[src/rtl/assert_macros.svh]
// Assertion macros used by the page allocator back end.
`ifndef ASSERT_MACROS_SVH
`define ASSERT_MACROS_SVH
// Property checked at every clock edge outside reset.
`define ACPA_ASSERT(lbl, prop) \
   lbl: assert property (@(posedge clock) disable iff (reset) (prop)) \
      else $error("assertion failed");
// Condition in one cycle implies a condition in the next cycle.
`define ACPA_ASSERT_NEXT(lbl, ante, cons) \
   lbl: assert property (@(posedge clock) disable iff (reset) (ante) |=> (cons)) \
      else $error("assertion failed");
`endif

[src/rtl/acpa_pkg.sv]
// Package with constants, types and helpers of the page allocator.
package acpa_pkg;
   localparam int MAX_PAGES = 4096;
   localparam int ADDR_W = $clog2(MAX_PAGES);
   localparam int CNT_W = 13;
   localparam int PAGE_W = 40;
   localparam int CAND_W = 14;
   localparam int CSR_IDX_W = 4;

   localparam logic [CSR_IDX_W-1:0] CSR_BASE_PAGE = 4'd0;
   localparam logic [CSR_IDX_W-1:0] CSR_MANAGED_PAGES = 4'd1;
   localparam logic CMD_ALLOC = 1'b0;
   localparam logic CMD_FREE = 1'b1;

   typedef enum logic [1:0] {
      STATUS_OK, STATUS_BAD_REQUEST, STATUS_NO_RUN, STATUS_NOT_ALLOC
   } status_type;

   typedef enum logic [1:0] {
      KIND_BAD, KIND_ALLOC, KIND_FREE, KIND_FREE_BAD
   } kind_type;

   typedef enum logic [3:0] {
      ST_CLEAR, ST_IDLE, ST_A_TEST, ST_A_ISSUE, ST_A_CHECK, ST_A_WRITE,
      ST_F_ISSUE, ST_F_CHECK, ST_F_WRITE, ST_RESP
   } state_type;

   typedef struct packed {
      kind_type          kind;
      logic [CNT_W-1:0]  run;
      logic [3:0]        align;
      logic [CAND_W-1:0] pos;
   } job_type;

   typedef struct packed {
      logic [PAGE_W-1:0] base;
      logic [CNT_W-1:0]  size;
   } window_type;

   function automatic logic [CAND_W-1:0] aligned_offset(
      input logic [PAGE_W:0] abs_page, input logic [3:0] k, input logic [PAGE_W-1:0] b);
      logic [PAGE_W+1:0] a_m1;
      logic [PAGE_W+1:0] up;
      logic [PAGE_W+1:0] diff;
      a_m1 = (42'd1 << k) - 42'd1;
      up = ({1'b0, abs_page} + a_m1) & ~a_m1;
      diff = up - {2'b0, b};
      if (diff > {{(PAGE_W+2-CAND_W){1'b0}}, {CAND_W{1'b1}}}) begin
         return {CAND_W{1'b1}};
      end
      return diff[CAND_W-1:0];
   endfunction
endpackage

[src/rtl/acpa_front.sv]
// Request front end: classifies requests and queues them for the back end.
module acpa_front (
   input  logic                           clock,
   input  logic                           reset,
   input  logic                           req_valid,
   output logic                           req_ready,
   input  logic                           req_command,
   input  logic [acpa_pkg::CNT_W-1:0]     req_run_pages,
   input  logic [3:0]                     req_align_log2,
   input  logic [acpa_pkg::PAGE_W-1:0]    req_free_start_page,
   input  acpa_pkg::window_type           window,
   output logic                           job_valid,
   output acpa_pkg::job_type              job,
   input  logic                           job_pop
);
   acpa_pkg::job_type q_ff [2];
   logic              rd_ptr_ff, rd_ptr_in;
   logic              wr_ptr_ff, wr_ptr_in;
   logic [1:0]        cnt_ff, cnt_in;
   acpa_pkg::job_type new_job;
   logic [acpa_pkg::PAGE_W-1:0] off;
   logic              range_ok;
   logic              push;

   always_comb begin
      off = req_free_start_page - window.base;
      range_ok = (req_free_start_page >= window.base)
         && (off <= {27'b0, window.size})
         && (req_run_pages <= window.size - off[acpa_pkg::CNT_W-1:0]);
      new_job.run = req_run_pages;
      new_job.align = req_align_log2;
      if (req_run_pages == '0) begin
         new_job.kind = acpa_pkg::KIND_BAD;
         new_job.pos = '0;
      end else if (req_command == acpa_pkg::CMD_ALLOC) begin
         new_job.kind = acpa_pkg::KIND_ALLOC;
         new_job.pos = acpa_pkg::aligned_offset({1'b0, window.base}, req_align_log2,
            window.base);
      end else begin
         new_job.kind = range_ok ? acpa_pkg::KIND_FREE : acpa_pkg::KIND_FREE_BAD;
         new_job.pos = off[acpa_pkg::CAND_W-1:0];
      end
   end

   assign req_ready = (cnt_ff != 2'd2);
   assign push = req_valid && req_ready;
   assign job_valid = (cnt_ff != 2'd0);
   assign job = q_ff[rd_ptr_ff];

   always_comb begin
      rd_ptr_in = rd_ptr_ff ^ (job_pop && job_valid);
      wr_ptr_in = wr_ptr_ff ^ push;
      cnt_in = cnt_ff + {1'b0, push} - {1'b0, job_pop && job_valid};
   end

   always_ff @(posedge clock) begin
      if (reset) begin
         rd_ptr_ff <= 1'b0;
         wr_ptr_ff <= 1'b0;
         cnt_ff <= 2'd0;
      end else begin
         rd_ptr_ff <= rd_ptr_in;
         wr_ptr_ff <= wr_ptr_in;
         cnt_ff <= cnt_in;
      end
   end

   always_ff @(posedge clock) begin
      if (push) begin
         q_ff[wr_ptr_ff] <= new_job;
      end
   end
endmodule

[config.mk]
export PLATFORM = sky130hd
export DESIGN_NAME = acpa_front
export DESIGN_NICKNAME = d
export VERILOG_FILES = /design/src/rtl/assert_macros.svh /design/src/rtl/acpa_pkg.sv /design/src/rtl/acpa_front.sv
export SDC_FILE = /design/constraint.sdc
export NUM_CORES = 1
export LEC_CHECK = 0
export BUFFER_PORTS_ARGS = -buffer_cell sky130_fd_sc_hd__buf_2
export CORE_MARGIN = 8
export CORE_UTILIZATION = 39
export CTS_CLUSTER_DIAMETER = 200
export CTS_CLUSTER_SIZE = 12
export DETAILED_ROUTE_END_ITERATION = 10
export GPL_TIMING_DRIVEN = 0
export PLACE_DENSITY = 0.55
export SLEW_MARGIN = 20
export SYNTH_ARGS = -nofsm -noshare
export SYNTH_HDL_FRONTEND = slang
export SYNTH_SLANG_ARGS = --single-unit
[constraint.sdc]
create_clock -name clock -period 8.3 [get_ports clock]
set_input_delay 0.415 -clock clock [delete_from_list [all_inputs] [get_ports clock]]
set_output_delay 0.415 -clock clock [all_outputs]
set_load 0.02 [all_outputs]
==> out/results.tsv, run 1 <==
stage	metric	value	unit
run_status	status	completed	
clock_network	CTS tree	built	
sta	relative slew slack	18.62	%
worst_setup_path	Critical Path Source Type	input pin	
pwr	Final Power	2.410	mW
place	Final Wtd Congestion	0.9591	
worst_setup_path	Critical Path AT	8.01	ns
worst_hold_path	worst min-delay path startpoint	reset	
route	Detailed Routing Iterations Pass 1	5	
place	port bufs	149	
clock_network	H-Tree Depth	3	
finish	commonest cells after routing, fill and taps aside	152 x buf_2, 150 x a21oi_1, 140 x inv_1	
floorplan	Die Y-Extent	195.6	um
synthesis	Post-synth ARST share	0	%
sta	Slew @ Worst Pin	1.190	ns
global_routing	number of global-route vias before repair	12820	
route	final wirelength	46770	um
route	antenna viol nets, final	0	
global_routing	antenna violations before repair	4	
pwr	Pwr Density	166.9	nW/um2
sta	RSZ-0062 raised after global routing	false	
clock_network	clock transition time at the flip-flop clock pins of the worst setup and hold paths	0.06	ns
clock_network	Root Driver	clkbuf_16	
floorplan	DIE AREA	38240	um2
floorplan	Initial Util	39.75	%
worst_setup_path	Reg2Reg Depth	8	
worst_setup_path	crit-path max FO	10	
floorplan	die width	195.6	um
worst_setup_path	setup slack, reg-to-reg	6.45	ns
finish	filler cell count	3257	
worst_hold_path	cell count of the worst hold path	2	
worst_setup_path	required time of the critical path	8.37	ns
finish	Finished Cell Area	14440	um2
place	placed instance area	13920	um2
floorplan	I/O pin total	150	
sta	Fin Hold WS	0.2882	ns
clock_network	Skew-Pair Late Insertion Delay	0.34	ns
finish	commonest non-fill, non-tap cell in the layout	buf_2	
global_routing	final global-route overflow total	0	
global_routing	GRT Overall Usage	23.33	%
worst_setup_path	slowest stage delay, CP	0.64	ns
worst_setup_path	CP max-delay cell	or4b_2	
clock_network	total CTS buffers	9	
run	Max-Cap Viols	0	
finish	Area Growth Syn to Fin	14.82	%
clock_network	CTS Hold Bufs	0	
sta	fin crit share	95.58	%
place	DP Wirelength	39700	um
sta	endpoints failing setup	0	
synthesis	warnings from Yosys	0	
global_routing	first-pass GRT wire length	71170	um
synthesis	post-synthesis instance total	1686	
worst_setup_path	most frequent CP cell	or3_1	
worst_setup_path	critical path class	in -> reg	
clock_network	clk sinks	70	
sta	Clock Skew	0.004784	ns
sta	endpoints failing hold	0	
route	post-DR vias/cell	5.932	
route	DR iter-0 viols	915	
finish	proportion of layout cells with a drive suffix above 1	15.86	%
sta	Max Clk Rate	0.1260	GHz
worst_setup_path	CP Capture Type	register	
route	DR vias	13440	
route	drt drc	0	
worst_setup_path	r2r endpoint	cnt_ff[1]	
global_routing	largest net degree at the start of global routing	23	
worst_hold_path	worst hold endpoint	wr_ptr_ff	
sta	Slew Viols, Final	0	
pwr	peak supply drop	0.0001111	V
finish	# nets final	2112	
floorplan	core box area	31640	um2
sta	Final Critical Period	7.934	ns
synthesis	syn avg cell area	7.458	um2
worst_setup_path	reg2reg start	cnt_ff[1]	
pwr	leakage dissipation	6.277	nW
synthesis	Synth Register Bits	70	
worst_hold_path	HP Class	in -> reg	
synthesis	Post-synth EDFFs	66	
route	routed length per instance	20.65	um
synthesis	Synth Flop Type	edfxtp_1	
clock_network	clock buffer depth	2	
floorplan	Rows	65	
synthesis	mapped cell area	12570	um2
synthesis	Distinct cells, synth	95	
synthesis	post-synthesis sequential area ratio	16.40	%
[flip-flops by register name, indices dropped and copies added (netlist names)]
register / cells
q_ff: 66
rd_ptr_ff: 1
wr_ptr_ff: 1
cnt_ff: 2
[per-stage QoR]
step	setup WS, ns	instances	setup TNS (ns)	util (%)
finish	0.3665	2265	0	45.64
global route	0.003598	2264	0	45.63
CTS	0.01707	2263	0	45.14
detailed placement	-1.912	2249	-52.22	44.00
global placement	-1.930	2247	-52.79	43.81
floorplan	0.6256	1696	0	-
[kinds of logic (layout without fill, tap and decap cells)]
kind of cell	count (synthesis)	in the layout	synth area share [%]
muxes	58	58	4.985
and+or+nand+nor	567	567	22.85
xor gates and xnor gates	74	74	5.154
other	1	14	0.02982
AOI/OAI and AO/OA	566	567	29.87
DFF	70	70	16.40
buffers and inverters	208	371	6.408
adders and majority gates	142	142	14.31
[timing repair]
action | in CTS | in global routing
resized for setup | 17 | 38
gates cloned | 0 | 1
pin swaps | 1 | 4
buffers inserted | 2 | 3
endpoints found under the setup margin | 28 | 28
[layer usage]
metal / GRT usage, % / share of wire [%] / up-vias
met1: 29.29 / 44 / 6284
met4: 9.377 / 4.1 / 2
met2: 40.20 / 47 / 442
li1: - / - / 6632
met3: 2.579 / 5.4 / 75
met5: 0 / 0.024 / -
[synthesized netlist by cell type (all sizes together) (9+ instances only)]
master / n / share of area, %
a21oi: 154 / 6.1
inv: 142 / 4.2
ha: 139 / 14
nand2: 134 / 4.0
nor2: 130 / 3.9
o21ai: 117 / 4.7
edfxtp: 66 / 16
clkbuf: 56 / 1.7
nor3: 56 / 2.3
a21o: 52 / 3.1
nand3: 48 / 1.9
nand4: 48 / 2.4
xnor2: 45 / 3.1
mux2: 37 / 3.3
xor2: 29 / 2.0
o211ai: 28 / 1.7
a31oi: 27 / 1.3
nand2b: 26 / 1.3
o21a: 22 / 1.3
a211oi: 21 / 1.4
mux2i: 21 / 1.7
nor2b: 20 / 1.0
and2: 18 / 0.90
o21bai: 17 / 1.0
a21boi: 14 / 0.84
or2: 13 / 0.65
and3: 12 / 0.64
nor4: 11 / 0.60
or3: 11 / 0.55
a211o: 10 / 0.70
buf: 10 / 0.50
o2111ai: 10 / 0.70
o221ai: 9 / 0.63
[final cells by class]
class	instances	area, um2	area share, %
clock buffer	9	225.2	1.560
timing repair buffer	156	850.8	5.893
clock inverter	7	72.57	0.5026
buffer	57	256.5	1.777
antenna	3	7.507	0.05200
sequential	70	2062	14.28
inverter	142	533.0	3.692
multi-input combinational	1419	9927	68.76
tap	402	503.0	3.484
[power by group]
group | total (mW) | leakage (nW) | switching [mW] | internal [mW]
clock | 0.386 | 0.143 | 0.153 | 0.233
sequential | 0.462 | 0.628 | 0.0119 | 0.450
combinational | 1.56 | 5.51 | 0.965 | 0.597
[critical path: cells and delay by family]
family / cells / cell delay [ns]
adder cells (fa/ha/maj): 3 / 0.85
AND/OR/NAND/NOR: 15 / 4.13
XOR/XNOR: 2 / 0.32
AO/OA/AOI/OAI: 6 / 1.39
buffers and inverters: 6 / 0.85
[how the worst max path moves through the flow]
| stage | startpoint | to | cells past startpoint |
|---|---|---|---|
| 6_report | req_align_log2[2] | q_ff[0][3] | 32 |
| 5_1_grt | req_align_log2[2] | q_ff[0][3] | 36 |
| 4_1_cts | req_align_log2[2] | q_ff[0][3] | 32 |
| 3_5_place_dp | req_align_log2[2] | q_ff[1][3] | 32 |
| 3_3_place_gp | req_align_log2[2] | q_ff[0][5] | 32 |
| 2_1_floorplan | req_align_log2[2] | q_ff[0][3] | 33 |
No activity file was read; power rests on OpenSTA's default activity.
==> inputs of run 2 (changes only) <==
--- a/config.mk
+++ b/config.mk
@@ -14,4 +14,5 @@
 export GPL_TIMING_DRIVEN = 0
 export PLACE_DENSITY = 0.55
+export SETUP_SLACK_MARGIN = 0.2
 export SLEW_MARGIN = 20
 export SYNTH_ARGS = -nofsm -noshare
==> constraint.sdc (replaced) <==
create_clock -name clock -period 8.3 [get_ports clock]
set_input_delay 1.245 -clock clock [delete_from_list [all_inputs] [get_ports clock]]
set_output_delay 1.245 -clock clock [all_outputs]
set_load 0.02 [all_outputs]
==> out/results.tsv, run 2 (synthesized netlist as in run 1, its figures left out) <==
stage	metric	value	unit
run_status	status	completed	
worst_setup_path	critical path class	in -> reg	
worst_setup_path	Reg2Reg Depth	8	
floorplan	DIE AREA	38240	um2
sta	Fin Hold WS	0.5469	ns
worst_setup_path	Bufs and invs on worst path	10	
pwr	peak supply drop	0.0001164	V
pwr	Pwr Density	165.5	nW/um2
worst_setup_path	CP max-delay cell	or4_4	
pwr	Clock power frac	16.4	%
clock_network	CTS tree	built	
finish	# nets final	2173	
sta	Slew Viols, Final	0	
global_routing	first-pass GRT wire length	73570	um
finish	filler cell count	3144	
route	antenna viol nets, final	0	
route	final wirelength	48460	um
finish	Area Growth Syn to Fin	24.48	%
floorplan	Die Y-Extent	195.6	um
route	post-DR vias/cell	6.002	
worst_setup_path	required time of the critical path	8.38	ns
worst_setup_path	CP Depth	36	
pwr	Comb power frac	65.7	%
place	placed instance area	13980	um2
finish	Finished Cell Area	15650	um2
place	DP Wirelength	40070	um
sta	Final Critical Period	7.960	ns
run	Max-Cap Viols	0	
route	Detailed Routing Iterations Pass 1	5	
clock_network	clk sinks	70	
finish	commonest non-fill, non-tap cell in the layout	buf_2	
clock_network	clock buffer depth	2	
worst_setup_path	CP Capture Type	register	
worst_setup_path	crit-path max FO	8	
finish	commonest cells after routing, fill and taps aside	146 x buf_2, 138 x inv_1, 132 x a21oi_1	
sta	Fin Setup TNS	0	ns
worst_setup_path	Critical Path AT	8.05	ns
sta	relative slew slack	25.80	%
clock_network	total CTS buffers	9	
pwr	Seq pwr share	17.8	%
global_routing	number of global-route vias before repair	13140	
finish	Diodes inserted	0	
route	DR iter-0 viols	839	
worst_setup_path	Critical Path Source Type	input pin	
place	Final Wtd Congestion	0.9616	
place	port bufs	149	
worst_setup_path	CP Launch Point	req_align_log2[2]	
worst_setup_path	family with the most delay on the worst path	simple AND/OR/NAND/NOR gates	
clock_network	CTS Hold Bufs	0	
route	drt drc	0	
pwr	sw frac	46.16	%
worst_hold_path	worst min-delay path startpoint	cnt_ff[1]	
pwr	leakage dissipation	6.776	nW
clock_network	Skew-Pair Late Insertion Delay	0.35	ns
route	DR vias	13940	
sta	Clock Skew	0.004997	ns
floorplan	core box area	31640	um2
floorplan	die width	195.6	um
worst_setup_path	r2r endpoint	cnt_ff[1]	
pwr	Pint	1.394	mW
worst_setup_path	slowest stage delay, CP	0.54	ns
finish	Largest regs	q_ff x66, cnt_ff x2	
pwr	reported net switching power	1.196	mW
worst_hold_path	HP Class	reg -> reg	
global_routing	largest net degree at the start of global routing	25	
global_routing	antenna violations before repair	1	
sta	RSZ-0062 raised after global routing	true	
pwr	Final Power	2.590	mW
floorplan	I/O pin total	150	
route	routed length per instance	20.86	um
global_routing	final global-route overflow total	0	
finish	Storage cell area	2062	um2
clock_network	clock transition time at the flip-flop clock pins of the worst setup and hold paths	0.06	ns
finish	Multi-input gate area	10440	um2
floorplan	Initial Util	39.75	%
finish	proportion of layout cells with a drive suffix above 1	22.28	%
worst_setup_path	setup slack, reg-to-reg	6.52	ns
sta	endpoints failing setup	0	
finish	Largest Register	q_ff	
global_routing	GRT Overall Usage	24.10	%
finish	max FFs per register	66	
sta	endpoints failing hold	0	
floorplan	Rows	65	
worst_setup_path	most frequent CP cell	buf_6	
sta	Max Clk Rate	0.1256	GHz
sta	Slew @ Worst Pin	1.085	ns
clock_network	H-Tree Depth	3	
clock_network	Root Driver	clkbuf_16	
sta	fin crit share	95.91	%
worst_setup_path	reg2reg start	cnt_ff[1]	
worst_setup_path	end point of the critical path	q_ff[0][4]	
-- run 2: stage by stage --
| stage | cells | worst slack, ns | util (%) |
|---|---|---|---|
| CTS | 2295 | 0.2444 | 47.47 |
| detailed placement | 2249 | -1.797 | 44.19 |
| global placement | 2247 | -1.837 | 44.05 |
| finish | 2323 | 0.3395 | 49.48 |
| global route | 2323 | 0.1400 | 49.48 |
| floorplan | 1696 | 0.2663 | - |
-- run 2: worst min path at each step --
| stage | endpoint | slack, ns | depth (start not counted) |
|---|---|---|---|
| finish | cnt_ff[1] | 0.55 | 2 |
| global route | cnt_ff[1] | 0.60 | 2 |
| CTS | cnt_ff[1] | 0.54 | 2 |
| detailed placement | cnt_ff[1] | 0.52 | 2 |
| global placement | cnt_ff[1] | 0.51 | 2 |
| floorplan | cnt_ff[1] | 0.50 | 2 |
-- run 2: worst reg2reg max path, delay by kind of cell (launching register included) --
| family | cells | cell delay [ns] |
|---|---|---|
| xor gates and xnor gates | 2 | 0.31 |
| buffers and inverters | 1 | 0.06 |
| and+or+nand+nor | 3 | 0.54 |
| adders and majority gates | 2 | 0.43 |
| DFF | 1 | 0.33 |
-- run 2: final cells by class --
type,count,share of cell area [%]
multi-input combinational,1418,66.68
sequential,70,13.17
timing repair buffer,209,8.329
inverter,142,3.421
tap,402,3.213
buffer,66,3.118
clock buffer,9,1.439
clock inverter,7,0.6235
-- run 2: per-layer routing --
metal / GRT usage, % / vias to the layer above / wire (um)
met1: 30.15 / 6645 / 21270
li1: - / 6741 / -
met5: 0 / - / 14
met4: 10.50 / 2 / 2034
met2: 40.83 / 466 / 22650
met3: 3.284 / 89 / 2494
-- run 2: repair_timing --
action                     4_1_cts  5_1_grt
setup endpoints to repair       28       28
pin swaps                       38       57
setup buffers                   29       27
resized for setup              103      107
gates cloned                     1        1
-- run 2: power by group through the flow --
stage / Sequential, mW / Combinational [mW] / Clock, mW
after floorplan: 0.467 / 1.09 / 0
after global placement: 0.470 / 1.50 / 0
after detailed placement: 0.469 / 1.52 / 0
after CTS: 0.462 / 1.61 / 0.435
after global routing: 0.467 / 1.85 / 0.445
final: 0.462 / 1.70 / 0.426
==> inputs of run 3 (changes only) <==
- ABC_AREA: not set -> 1
- CTS_BUF_LIST: not set -> sky130_fd_sc_hd__clkbuf_16
==> out/results.tsv, run 3 <==
stage	metric	value	unit
run_status	status	completed	
finish	Final Util	44.08	%
clock_network	clock transition time at the flip-flop clock pins of the worst setup and hold paths	0.05	ns
synthesis	syn avg cell area	5.754	um2
floorplan	core box area	34200	um2
route	antenna viol nets, final	0	
pwr	Comb power frac	66.2	%
floorplan	Die Y-Extent	201.4	um
worst_setup_path	Critical Path AT	7.74	ns
global_routing	number of global-route vias before repair	14660	
sta	RSZ-0062 raised after global routing	false	
synthesis	Post-synth ARST share	0	%
synthesis	Yosys top cell area share	21.90	%
worst_setup_path	family with the most delay on the worst path	simple AND/OR/NAND/NOR gates	
worst_setup_path	critical path class	in -> reg	
clock_network	CTS resizes	0	
route	Detailed Routing Iterations Pass 1	6	
global_routing	antenna violations before repair	0	
worst_setup_path	Critical Path Source Type	input pin	
clock_network	CTS Hold Bufs	0	
synthesis	area leader, netlist	nand2_1	
route	final wirelength	50070	um
synthesis	most numerous cell in the Yosys netlist	nand2_1	
route	M1 wire length	21890	um
pwr	Seq pwr share	19.4	%
clock_network	clk sinks	70	
worst_setup_path	Bufs and invs on worst path	7	
sta	Max Clk Rate	0.1303	GHz
synthesis	Synth area leaders	nand2_1 22%, edfxtp_1 15%, ha_1 13%	
synthesis	post-synthesis instance total	2329	
pwr	leakage dissipation	8.249	nW
finish	# nets final	2758	
worst_setup_path	crit-path max FO	10	
place	Final Wtd Congestion	0.9636	
pwr	Pwr Density	162.3	nW/um2
sta	endpoints failing setup	0	
floorplan	Initial Util	39.18	%
sta	Fin Setup TNS	0	ns
pwr	reported net switching power	1.238	mW
global_routing	largest net degree at the start of global routing	30	
route	Top Layer Used	met4	
worst_setup_path	required time of the critical path	8.36	ns
sta	Fin Hold WS	0.5924	ns
finish	proportion of layout cells with a drive suffix above 1	10.74	%
sta	Final Critical Period	7.677	ns
pwr	Clock power frac	14.5	%
synthesis	warnings from Yosys	0	
synthesis	Synth Flop Type	edfxtp_1	
synthesis	Synth Register Bits	70	
route	wire length on met3	2001	um
sta	endpoints failing hold	0	
finish	Largest regs	q_ff x66, cnt_ff x2	
worst_setup_path	slowest stage delay, CP	0.46	ns
pwr	Pint	1.209	mW
global_routing	final global-route overflow total	0	
synthesis	Post-synth EDFFs	66	
sta	Slew Viols, Final	0	
synthesis	Distinct cells, synth	60	
run	Max-Cap Viols	0	
route	DR vias	14940	
synthesis	mapped cell area	13400	um2
clock_network	H-Tree Depth	3	
floorplan	die width	201.4	um
place	port bufs	149	
finish	Area Growth Syn to Fin	12.52	%
worst_setup_path	CP max-delay cell	ha_1	
sta	Slew @ Worst Pin	0.7977	ns
route	drt drc	0	
clock_network	clock buffer depth	2	
synthesis	Commonest cells post-synth	782 x nand2_1, 367 x inv_1, 248 x nor2_1, 165 x a21oi_1, 146 x nand3_1	
worst_hold_path	HP Class	reg -> reg	
floorplan	DIE AREA	40550	um2
pwr	peak supply drop	0.0001692	V
route	routed wl met2	24200	um
worst_setup_path	most frequent CP cell	nand2_1	
finish	commonest non-fill, non-tap cell in the layout	nand2_1	
floorplan	Rows	68	
sta	fin crit share	92.49	%
synthesis	post-synthesis sequential area ratio	15.39	%
sta	Clock Skew	0.004574	ns
global_routing	GRT Overall Usage	24.03	%
clock_network	Skew-Pair Late Insertion Delay	0.32	ns
finish	commonest cells after routing, fill and taps aside	782 x nand2_1, 368 x inv_1, 248 x nor2_1	
clock_network	CTS tree	built	
floorplan	I/O pin total	150	
finish	max FFs per register	66	
clock_network	Setup Buffers After CTS	0	
route	routed length per instance	16.91	um
global_routing	first-pass GRT wire length	77860	um
sta	relative slew slack	46.15	%
clock_network	Root Driver	clkbuf_16	
worst_setup_path	CP Capture Type	register	
finish	Largest Register	q_ff	
pwr	sw frac	50.59	%
clock_network	total CTS buffers	9	
finish	Diodes inserted	0	
route	DR iter-0 viols	1033	
place	DP Wirelength	44400	um
route	post-DR vias/cell	5.048	
## run 3: path summary, 6_finish.rpt
check / end / cells after the start / start / slack (ns)
max reg2reg: cnt_ff[1] / 10 / cnt_ff[1] / 6.74
min reg2reg: cnt_ff[1] / 3 / cnt_ff[1] / 0.59
min: cnt_ff[1] / 3 / cnt_ff[1] / 0.59
max: q_ff[1][12] / 37 / req_align_log2[3] / 0.62
## run 3: logic make-up after synthesis
kind of cell	synth area share (%)
other	0.02798
AO/OA/AOI/OAI	12.29
adder cells (fa/ha/maj)	13.43
AND/OR/NAND/NOR	43.32
flip-flops	15.39
XOR/XNOR	3.856
buffers and inverters	11.69
## run 3: power groups by stage
stage                     registers, mW  clock network (mW)  logic [mW]
after global routing              0.478               0.376        1.83
after global placement            0.483                   0        1.60
final                             0.474               0.355        1.62
after CTS                         0.474               0.365        1.63
after detailed placement          0.481                   0        1.62
after floorplan                   0.480                   0        1.13
## run 3: layer usage
layer,up-vias,track usage (%)
met4,0,9.366
met5,-,0
met2,378,43.70
met1,6669,29.03
met3,74,1.737
li1,7821,-
## run 3: final cells by class
cell class                 count  area (um2)
timing repair buffer         151       785.8
clock buffer                   9       225.2
sequential                    70        2062
tap                          455       569.3
inverter                     391        1471
buffer                        18       95.09
clock inverter                 6       55.05
multi-input combinational   1860        9814
fill                        3879       19120
## run 3: per-stage QoR
step                      cells  setup slack [ns]  area (um2)  total power, mW
after CTS                  2960            0.7804       15080            2.466
after detailed placement   2945            0.4651       14800            2.098
after global placement     2943            0.4704       14750            2.079
after floorplan            2339             2.285       13440            1.611
final                      2960            0.6232       15080            2.448
after global routing       2960            0.2334       15080            2.681
## run 3: worst reg2reg max path: stages, from the launching register on
cell	delay, ns
dfxtp_1	0.31
inv_1	0.09
nand2_1	0.07
nand2_1	0.08
inv_1	0.06
ha_1	0.27
inv_1	0.04
ha_1	0.17
xnor2_1	0.18
nor2_1	0.06
nor3b_1	0.16
